## src/rtl/tpq_pkg.sv

```systemverilog
package tpq_pkg;

    // Width of the stored payload identifier.
    localparam int unsigned TAG_BITS = 16;

    // Number of priority levels.
    localparam int unsigned NUM_LEVELS = 3;

    // Command codes.
    localparam logic [1:0] CMD_PUT   = 2'd0;
    localparam logic [1:0] CMD_GET   = 2'd1;
    localparam logic [1:0] CMD_ACCEL = 2'd2;

    // Level codes.
    localparam logic [1:0] LVL_LOW    = 2'd0;
    localparam logic [1:0] LVL_NORMAL = 2'd1;
    localparam logic [1:0] LVL_HIGH   = 2'd2;

    // Status codes.
    localparam logic [1:0] STATUS_OK    = 2'd0;
    localparam logic [1:0] STATUS_EMPTY = 2'd1;
    localparam logic [1:0] STATUS_FULL  = 2'd2;

    typedef struct packed {
        logic [1:0]          command;
        logic [1:0]          priority_req;
        logic [TAG_BITS-1:0] tag;
    } req_t;

    typedef struct packed {
        logic [1:0]          status;
        logic [TAG_BITS-1:0] out_tag;
        logic [1:0]          out_level;
    } rsp_t;

    typedef enum logic [0:0] {
        S_IDLE,
        S_EXEC
    } state_t;

    typedef enum logic [2:0] {
        OP_NOP,
        OP_PUT,
        OP_FULL,
        OP_GET,
        OP_EMPTY,
        OP_ACCEL
    } op_t;

    // Enables from the list controller to the entry store.
    typedef struct packed {
        logic rd_en;
        logic tag_we;
        logic next_we;
    } mem_ctl_t;

endpackage

```

## src/rtl/tpq_store.sv

```systemverilog
module tpq_store #(
    parameter int unsigned DEPTH = 64,
    parameter int unsigned IDX_W = 6
) (
    input  logic                         clk,
    input  tpq_pkg::mem_ctl_t            ctl,
    input  logic [IDX_W-1:0]             rd_addr,
    input  logic [IDX_W-1:0]             tag_waddr,
    input  logic [tpq_pkg::TAG_BITS-1:0] tag_wdata,
    input  logic [IDX_W-1:0]             next_waddr,
    input  logic [IDX_W-1:0]             next_wdata,
    output logic [tpq_pkg::TAG_BITS-1:0] rd_tag,
    output logic [IDX_W-1:0]             rd_next
);

    // Payload and link memories, one read and one write port each.
    logic [tpq_pkg::TAG_BITS-1:0] tag_mem [0:DEPTH-1];
    logic [IDX_W-1:0]             next_mem [0:DEPTH-1];

    always_ff @(posedge clk)
    begin
        if (ctl.tag_we)
        begin
            tag_mem[tag_waddr] <= tag_wdata;
        end
        if (ctl.rd_en)
        begin
            rd_tag <= tag_mem[rd_addr];
        end
    end

    always_ff @(posedge clk)
    begin
        if (ctl.next_we)
        begin
            next_mem[next_waddr] <= next_wdata;
        end
        if (ctl.rd_en)
        begin
            rd_next <= next_mem[rd_addr];
        end
    end

endmodule

```

## src/rtl/tpq_ctrl.sv

```systemverilog
module tpq_ctrl #(
    parameter int unsigned DEPTH = 64,
    parameter int unsigned IDX_W = 6,
    parameter int unsigned CNT_W = 7
) (
    input  logic                         clk,
    input  logic                         rst_n,
    input  logic                         start,
    input  tpq_pkg::req_t                request,
    output logic                         busy,
    output logic                         done,
    output tpq_pkg::rsp_t                result,
    output tpq_pkg::mem_ctl_t            mem_ctl,
    output logic [IDX_W-1:0]             rd_addr,
    output logic [IDX_W-1:0]             tag_waddr,
    output logic [tpq_pkg::TAG_BITS-1:0] tag_wdata,
    output logic [IDX_W-1:0]             next_waddr,
    output logic [IDX_W-1:0]             next_wdata,
    input  logic [tpq_pkg::TAG_BITS-1:0] rd_tag,
    input  logic [IDX_W-1:0]             rd_next
);

    tpq_pkg::state_t state_reg, state_next;

    logic [IDX_W-1:0] head_reg  [0:tpq_pkg::NUM_LEVELS-1];
    logic [IDX_W-1:0] head_next [0:tpq_pkg::NUM_LEVELS-1];
    logic [IDX_W-1:0] tail_reg  [0:tpq_pkg::NUM_LEVELS-1];
    logic [IDX_W-1:0] tail_next [0:tpq_pkg::NUM_LEVELS-1];
    logic [CNT_W-1:0] count_reg  [0:tpq_pkg::NUM_LEVELS-1];
    logic [CNT_W-1:0] count_next [0:tpq_pkg::NUM_LEVELS-1];

    logic [IDX_W-1:0] free_head_reg, free_head_next;
    logic [CNT_W-1:0] fresh_reg, fresh_next;
    logic [CNT_W-1:0] total_reg, total_next;

    // Operation latched at the transfer, carried into the execute cycle.
    tpq_pkg::op_t                 op_reg, op_new;
    logic [1:0]                   lvl_reg, lvl_new;
    logic [IDX_W-1:0]             ent_reg, ent_new;
    logic [tpq_pkg::TAG_BITS-1:0] tag_reg;

    logic          done_reg, done_next;
    tpq_pkg::rsp_t res_reg, res_next;

    logic       accept;
    logic       any_queued;
    logic       fresh_left;
    logic [1:0] pick;
    logic [1:0] req_lvl;
    logic [1:0] cur_lvl;

    assign accept     = start && (state_reg == tpq_pkg::S_IDLE);
    assign fresh_left = (fresh_reg != CNT_W'(DEPTH));
    assign any_queued = (count_reg[tpq_pkg::LVL_HIGH] != '0) ||
                        (count_reg[tpq_pkg::LVL_NORMAL] != '0) ||
                        (count_reg[tpq_pkg::LVL_LOW] != '0);

    always_comb
    begin
        if (count_reg[tpq_pkg::LVL_HIGH] != '0)
        begin
            pick = tpq_pkg::LVL_HIGH;
        end
        else if (count_reg[tpq_pkg::LVL_NORMAL] != '0)
        begin
            pick = tpq_pkg::LVL_NORMAL;
        end
        else
        begin
            pick = tpq_pkg::LVL_LOW;
        end
    end

    // A put at the unused level is a no-op, so its index is parked at low.
    assign req_lvl = (request.priority_req > tpq_pkg::LVL_HIGH) ?
                     tpq_pkg::LVL_LOW : request.priority_req;
    assign lvl_new = (request.command == tpq_pkg::CMD_GET) ? pick : req_lvl;
    assign cur_lvl = (state_reg == tpq_pkg::S_EXEC) ? lvl_reg : lvl_new;

    // A get reads the head entry; a put reads the free-list head for its link.
    assign rd_addr = (request.command == tpq_pkg::CMD_GET) ?
                     head_reg[cur_lvl] : free_head_reg;
    assign ent_new = ((request.command == tpq_pkg::CMD_GET) || !fresh_left) ?
                     rd_addr : fresh_reg[IDX_W-1:0];

    always_comb
    begin
        case (request.command)
            tpq_pkg::CMD_PUT:
            begin
                if (request.priority_req > tpq_pkg::LVL_HIGH)
                begin
                    op_new = tpq_pkg::OP_NOP;
                end
                else if (total_reg == CNT_W'(DEPTH))
                begin
                    op_new = tpq_pkg::OP_FULL;
                end
                else
                begin
                    op_new = tpq_pkg::OP_PUT;
                end
            end
            tpq_pkg::CMD_GET:
            begin
                op_new = any_queued ? tpq_pkg::OP_GET : tpq_pkg::OP_EMPTY;
            end
            tpq_pkg::CMD_ACCEL:
            begin
                op_new = (count_reg[tpq_pkg::LVL_LOW] != '0) ?
                         tpq_pkg::OP_ACCEL : tpq_pkg::OP_NOP;
            end
            default:
            begin
                op_new = tpq_pkg::OP_NOP;
            end
        endcase
    end

    // Next state.
    always_comb
    begin
        case (state_reg)
            tpq_pkg::S_IDLE: state_next = start ? tpq_pkg::S_EXEC : tpq_pkg::S_IDLE;
            tpq_pkg::S_EXEC: state_next = tpq_pkg::S_IDLE;
            default:         state_next = tpq_pkg::S_IDLE;
        endcase
    end

    // State machine outputs.
    always_comb
    begin
        case (state_reg)
            tpq_pkg::S_IDLE:
            begin
                busy      = 1'b0;
                done_next = 1'b0;
            end
            tpq_pkg::S_EXEC:
            begin
                busy      = 1'b1;
                done_next = 1'b1;
            end
            default:
            begin
                busy      = 1'b0;
                done_next = 1'b0;
            end
        endcase
    end

    // Execute cycle: the memory read data is valid, apply the list update.
    always_comb
    begin
        head_next      = head_reg;
        tail_next      = tail_reg;
        count_next     = count_reg;
        free_head_next = free_head_reg;
        fresh_next     = fresh_reg;
        total_next     = total_reg;
        mem_ctl.rd_en   = accept;
        mem_ctl.tag_we  = 1'b0;
        mem_ctl.next_we = 1'b0;
        tag_waddr      = ent_reg;
        tag_wdata      = tag_reg;
        next_waddr     = tail_reg[lvl_reg];
        next_wdata     = ent_reg;
        res_next       = '0;

        if (state_reg == tpq_pkg::S_EXEC)
        begin
            case (op_reg)
                tpq_pkg::OP_PUT:
                begin
                    mem_ctl.tag_we = 1'b1;
                    if (count_reg[lvl_reg] != '0)
                    begin
                        mem_ctl.next_we = 1'b1;
                    end
                    else
                    begin
                        head_next[lvl_reg] = ent_reg;
                    end
                    tail_next[lvl_reg]  = ent_reg;
                    count_next[lvl_reg] = count_reg[lvl_reg] + CNT_W'(1);
                    total_next          = total_reg + CNT_W'(1);
                    if (fresh_left)
                    begin
                        fresh_next = fresh_reg + CNT_W'(1);
                    end
                    else
                    begin
                        free_head_next = rd_next;
                    end
                end
                tpq_pkg::OP_FULL:
                begin
                    res_next.status = tpq_pkg::STATUS_FULL;
                end
                tpq_pkg::OP_GET:
                begin
                    head_next[lvl_reg]  = rd_next;
                    count_next[lvl_reg] = count_reg[lvl_reg] - CNT_W'(1);
                    if (count_reg[lvl_reg] == CNT_W'(1))
                    begin
                        head_next[lvl_reg] = '0;
                        tail_next[lvl_reg] = '0;
                    end
                    total_next         = total_reg - CNT_W'(1);
                    // Released entry goes on top of the free list.
                    mem_ctl.next_we    = 1'b1;
                    next_waddr         = ent_reg;
                    next_wdata         = free_head_reg;
                    free_head_next     = ent_reg;
                    res_next.out_tag   = rd_tag;
                    res_next.out_level = lvl_reg;
                end
                tpq_pkg::OP_EMPTY:
                begin
                    res_next.status = tpq_pkg::STATUS_EMPTY;
                end
                tpq_pkg::OP_ACCEL:
                begin
                    if (count_reg[tpq_pkg::LVL_HIGH] == '0)
                    begin
                        head_next[tpq_pkg::LVL_HIGH] = head_reg[tpq_pkg::LVL_LOW];
                    end
                    else
                    begin
                        mem_ctl.next_we = 1'b1;
                        next_waddr      = tail_reg[tpq_pkg::LVL_HIGH];
                        next_wdata      = head_reg[tpq_pkg::LVL_LOW];
                    end
                    tail_next[tpq_pkg::LVL_HIGH]  = tail_reg[tpq_pkg::LVL_LOW];
                    count_next[tpq_pkg::LVL_HIGH] = count_reg[tpq_pkg::LVL_HIGH] +
                                                    count_reg[tpq_pkg::LVL_LOW];
                    count_next[tpq_pkg::LVL_LOW]  = '0;
                    head_next[tpq_pkg::LVL_LOW]   = '0;
                    tail_next[tpq_pkg::LVL_LOW]   = '0;
                end
                default:
                begin
                    res_next = '0;
                end
            endcase
        end
    end

    always_ff @(posedge clk or negedge rst_n)
    begin
        if (!rst_n)
        begin
            state_reg     <= tpq_pkg::S_IDLE;
            done_reg      <= 1'b0;
            free_head_reg <= '0;
            fresh_reg     <= '0;
            total_reg     <= '0;
            for (int i = 0; i < tpq_pkg::NUM_LEVELS; i++)
            begin
                head_reg[i]  <= '0;
                tail_reg[i]  <= '0;
                count_reg[i] <= '0;
            end
        end
        else
        begin
            state_reg     <= state_next;
            done_reg      <= done_next;
            free_head_reg <= free_head_next;
            fresh_reg     <= fresh_next;
            total_reg     <= total_next;
            head_reg      <= head_next;
            tail_reg      <= tail_next;
            count_reg     <= count_next;
        end
    end

    always_ff @(posedge clk)
    begin
        if (accept)
        begin
            op_reg  <= op_new;
            lvl_reg <= lvl_new;
            ent_reg <= ent_new;
            tag_reg <= request.tag;
        end
        if (state_reg == tpq_pkg::S_EXEC)
        begin
            res_reg <= res_next;
        end
    end

    assign done   = done_reg;
    assign result = res_reg;

endmodule

```

## src/rtl/three_level_priority_queue_unit.sv

```systemverilog
// Channel   Direction  Handshake                   Payload
// request   in         start high, busy low        tpq_pkg::req_t (command, level, tag)
// result    out        done high for one cycle     tpq_pkg::rsp_t (status, tag, level)
//
// The transfer cycle of a command issues one read of the entry store, the
// following cycle writes back the list update, and the result is shown with
// done in the cycle after that. Since the entry store read is registered, the
// update is applied in the execute cycle, and no command is taken while busy.
// Reset clears all list pointers and counts; the entry store needs no clearing.
// The result receiver cannot stall: done is a single-cycle strobe.
module three_level_priority_queue_unit #(
    parameter int unsigned POOL_DEPTH = 64
) (
    input  logic          clk,
    input  logic          rst_n,
    input  logic          start,
    input  tpq_pkg::req_t request,
    output logic          busy,
    output logic          done,
    output tpq_pkg::rsp_t result
);

    // Entry index width and a count width that can hold the pool depth itself.
    localparam int unsigned IDX_W = $clog2(POOL_DEPTH);
    localparam int unsigned CNT_W = $clog2(POOL_DEPTH + 1);

    tpq_pkg::mem_ctl_t            mem_ctl;
    logic [IDX_W-1:0]             rd_addr;
    logic [IDX_W-1:0]             tag_waddr;
    logic [tpq_pkg::TAG_BITS-1:0] tag_wdata;
    logic [IDX_W-1:0]             next_waddr;
    logic [IDX_W-1:0]             next_wdata;
    logic [tpq_pkg::TAG_BITS-1:0] rd_tag;
    logic [IDX_W-1:0]             rd_next;

    // The controller holds the head, tail and count of each level plus the
    // free-list head and the fresh-entry counter. Each level is a singly linked
    // list threaded through the link memory of the shared entry store.
    // Because a command is taken only after the previous write-back has landed,
    // a read never overlaps a pending write to the same entry.
    tpq_ctrl #(
        .DEPTH (POOL_DEPTH),
        .IDX_W (IDX_W),
        .CNT_W (CNT_W)
    ) u_ctrl (
        .clk        (clk),
        .rst_n      (rst_n),
        .start      (start),
        .request    (request),
        .busy       (busy),
        .done       (done),
        .result     (result),
        .mem_ctl    (mem_ctl),
        .rd_addr    (rd_addr),
        .tag_waddr  (tag_waddr),
        .tag_wdata  (tag_wdata),
        .next_waddr (next_waddr),
        .next_wdata (next_wdata),
        .rd_tag     (rd_tag),
        .rd_next    (rd_next)
    );

    // Tag and link memories of the shared pool.
    tpq_store #(
        .DEPTH (POOL_DEPTH),
        .IDX_W (IDX_W)
    ) u_store (
        .clk        (clk),
        .ctl        (mem_ctl),
        .rd_addr    (rd_addr),
        .tag_waddr  (tag_waddr),
        .tag_wdata  (tag_wdata),
        .next_waddr (next_waddr),
        .next_wdata (next_wdata),
        .rd_tag     (rd_tag),
        .rd_next    (rd_next)
    );

    // The execute state always returns to idle.
    assert property (@(posedge clk) disable iff (!rst_n) busy |=> !busy)
        else $error("busy held for more than one cycle");

    // Every transfer gives its result: it passes the execute state, then the done register.
    assert property (@(posedge clk) disable iff (!rst_n)
        (start && !busy) |-> ##2 done)
        else $error("result missing two cycles after a transfer");

    // A result only follows an execute cycle.
    assert property (@(posedge clk) disable iff (!rst_n) done |-> $past(busy))
        else $error("result without a preceding execute cycle");

    // A failed command carries neither tag nor level.
    assert property (@(posedge clk) disable iff (!rst_n)
        (done && result.status != tpq_pkg::STATUS_OK) |->
        (result.out_tag == '0 && result.out_level == '0))
        else $error("failed command returned a tag or level");

endmodule
```

## config.mk

```make
export PLATFORM = sky130hd
export DESIGN_NAME = three_level_priority_queue_unit
export DESIGN_NICKNAME = d
export VERILOG_FILES = /design/src/rtl/tpq_pkg.sv /design/src/rtl/tpq_store.sv /design/src/rtl/tpq_ctrl.sv /design/src/rtl/three_level_priority_queue_unit.sv
export SDC_FILE = /design/constraint.sdc
export NUM_CORES = 2
export LEC_CHECK = 0
export BUFFER_PORTS_ARGS = -buffer_cell sky130_fd_sc_hd__buf_2
export CAP_MARGIN = 20
export CORE_MARGIN = 8
export CORE_UTILIZATION = 60
export CTS_BUF_LIST = sky130_fd_sc_hd__clkbuf_16
export CTS_CLUSTER_SIZE = 8
export DETAILED_ROUTE_END_ITERATION = 6
export HOLD_SLACK_MARGIN = 0.05
export PLACE_DENSITY = 0.76
export RECOVER_POWER = 50
export SKIP_LAST_GASP = 1
export SYNTH_ARGS = -nofsm -noshare
export SYNTH_HDL_FRONTEND = slang
export SYNTH_SLANG_ARGS = --single-unit
```

## constraint.sdc

```tcl
create_clock -name clk -period 4.81 [get_ports clk]
set_input_delay 0.2405 -clock clk [delete_from_list [all_inputs] [get_ports clk]]
set_output_delay 0.2405 -clock clk [all_outputs]
set_load 0.05 [all_outputs]
```

==> out/summary.txt <==
status - finished, violations left
failing checks - capacitance limit, slew limit
Synth Area in Compound Gates - 3.59%
Initial Util - 60.6%
biggest cell delay along the critical path - 680 ps
met3 wire len - 20.6 mm
number of nets in the layout - 4661
Clock Skew - 30.6 ps
Critical Path Sink Type - register
DIE WIDTH - 342 um
Die Area - 0.117 mm^2
Hold Path Cell Cnt - 2
Final Critical Period - 4720 ps
gr usage total - 28.2%
CP startpoint kind - register
Max Root-Sink Buffers - 3
Sequential cell area - 0.0463 mm^2
Hold Path Sink - u_ctrl.tag_wdata[15]
worst-path fanout max - 62
first-pass GRT wire length - 246 mm
Layout Area Growth over Synthesis - 13.4%
largest family of logic cells by synthesized area - multiplexers
syn avg cell area - 14.6 um^2
Final period util - 98.1%
DPL Wire Length - 100 mm
Worst Hold Class - in2reg
later-pin clock latency in the skew report - 810 ps
Synth Area in Simple Gates - 9.95%
vias per cell - 6.45
placed cell areas - 0.0667 mm^2
FF-to-FF End - u_store.rd_tag[6]
Reg2Reg Launch Point - u_ctrl.count_reg[10]
antenna viol nets, final - 0
number of cells on the critical path - 10
largest net degree at the start of global routing - 89
Crit-path slowest cell - or4_1
Least-Margin Pin Slew - 4200 ps
CTS tree - built
Multi-input gate area - 0.0165 mm^2
Routability Congestion - 0.881
f_max - 212 MHz
Worst EP required - 5330 ps
Synth async-reset ratio - 5.08%
CP Buf/Inv Count - 1
pwr/cell area - 538 mW/mm^2
Max Cap Viol - 18
Hold Path Origin - request[15]
postcts setup bufs - 0
fillers - 6816
wire length on met2 - 75.9 mm
Syn Inst Count - 4379
largest cells by area after synthesis - edfxtp_1 69%, mux2i_1 11%, nand2_1 4.9%
Ys Warns - 0
Root Driver - clkbuf_16
Mapped Area - 0.0639 mm^2
R2R cell count - 10
Final Hold Vio Count - 0
Core Region - 0.106 mm^2
vias in the first global route - 37900
mux cell area share after synthesis - 11.4%
top_reg_cell synth - edfxtp_1
top-area cell type share of the netlist area - 69.4%
most frequent cells in the layout - 1477 x edfxtp_1, 831 x nand2_1, 721 x mux2i_1
number of port buffers - 44
commonest non-fill, non-tap cell in the layout - edfxtp_1
H-tree depth - 4
Post-synth EDFFs - 1477
sequential-to-total area share from yosys stat - 72.5%
Fin Setup TNS - 0 ps
Worst R2R Setup Slack - 90 ps
Post-Route WL - 167 mm
Seq cells post-synth - 1556
row cnt - 119
Post-Syn Nets - 4420
Leakage - 0.0266 uW
Post-route DRC - 0
Yosys cell types - 66
XOR/XNOR Fraction of Synth Area - 0.397%
die height - 342 um
routed len/inst - 27.6 um
relative slew slack - -180%
RSZ-0062 raised after global routing - false
initial antenna violation count - 10
critical path, cell by cell - or4_4 > o211ai_1 > o221ai_2 > or3_1 > nand3_4 > buf_12 > nand2_1 > nand3_1 > a41oi_1 > or4_1
Worst VDD drop - 0.393 mV
vias after detailed routing - 39200
uppermost layer routed - met5
layout cell share with drive strength beyond 1 - 9.22%
CTS sink count - 1556
Crit path max-delay family - simple AND/OR/NAND/NOR gates
wl on met1 - 65.0 mm
max reg flops - 1024
Synth area leader - edfxtp_1
critical path class - reg2reg
# IOs - 45
Final Cell Area - 0.0725 mm^2
critical path data arrival time - 5240 ps
DR iter-0 viols - 5640
Setup-failing EPs final - 0
adder-cell share of the synthesized area - 0.376%
DR pass1 iterations - 6
CTS Buf Count - 212
gr ovfl total - 0
clock slew at reported path FFs - 50 ps
final slew viol count - 1157
## area by class of cell
class / count / share of cell area [%]
flip-flops and latches: 1556 / 63.9
multi-input cells: 2567 / 22.7
clock buffers: 215 / 7.42
repair buffers: 274 / 2.97
well taps: 1391 / 2.40
clock inverters: 53 / 0.514
inverters: 9 / 0.0466
diodes: 5 / 0.0173
## where the power goes
group | switching (uW) | total (uW) | internal (uW)
Clock | 5250 | 13100 | 7840
Combinational | 6560 | 10100 | 3530
Sequential | 438 | 15900 | 15400
Total | 12200 | 39000 | 26800
## Yosys cell counts (4+ instances only)
cell type  count
a22o_1        29
nand3_1      362
nand3b_1       7
clkbuf_1      73
o21ai_0       64
or4_1         22
a21oi_1       26
buf_2        158
a21boi_0       7
edfxtp_1    1477
o21a_1         5
nor2_1       181
buf_1          6
nor3_1         7
inv_1          8
and3_1        22
a41oi_1       89
nor2b_1       12
mux2i_1      721
a31oi_1        7
o22ai_1        7
o2bb2ai_1      7
a22oi_1       21
dfrtp_1       79
nor4_1         4
o21ai_1        8
nand2_1      831
or3_1          7
a21o_1         9
xnor2_1       23
ha_1          16
and2_1         4
a222oi_1       6
xor2_1         6
nand2b_1      11
o211a_1        4
nand4_1        6
buf_4          8
## cell families (layout without fill, tap and decap cells)
kind of cell,Yosys count,count (layout)
simple gates,1486,1486
compound gates,309,309
other cells,0,5
xor+xnor,29,29
buf+inv,256,551
fa+ha+maj,18,18
flops,1556,1556
mux,725,725
## how the worst max path moves through the flow
| stage | startpoint | end | slack (ps) |
|---|---|---|---|
| 2_1_floorplan | u_ctrl.state_reg | u_ctrl.lvl_reg[0] | 760 |
| 3_3_place_gp | u_ctrl.count_reg[10] | u_store.rd_tag[6] | 350 |
| 3_5_place_dp | u_ctrl.count_reg[10] | u_store.rd_tag[6] | 280 |
| 4_1_cts | u_ctrl.count_reg[3] | u_store.rd_tag[6] | 270 |
| 5_1_grt | u_ctrl.count_reg[10] | u_store.rd_tag[6] | 20 |
| 6_report | u_ctrl.count_reg[10] | u_store.rd_tag[6] | 90 |
## routing by layer
layer	vias to the layer above	track usage [%]
li1	16900	-
met1	19300	40.4
met2	2623	42.9
met3	391	6.26
met4	4	9.81
met5	-	0
## timing repair
action                    in CTS  in global routing
hold buffers                  23                  1
gates resized for setup        0                  0
hold endpoints to repair     100                 14
## worst register-to-register path, stage by stage, from the launching register on
cell and delay (ps):
dfrtp_1 390, or4_4 560, o211ai_1 320, o221ai_2 320, or3_1 500, nand3_4 570, buf_12 380, nand2_1 150
nand3_1 170, a41oi_1 420, or4_1 680
## stage by stage
stage	utilization, %	setup slack, ps	power (uW)	cells	hold slack [ps]
CTS	68.9	269	38900	6063	120
finish	68.7	91.4	39000	6070	158
floorplan	-	758	22500	4379	-55.1
detailed placement	63.2	278	25900	5772	419
global placement	63.2	349	25800	5772	416
global route	68.7	21.4	40300	6065	158
Power figures use the tool's default switching activity.
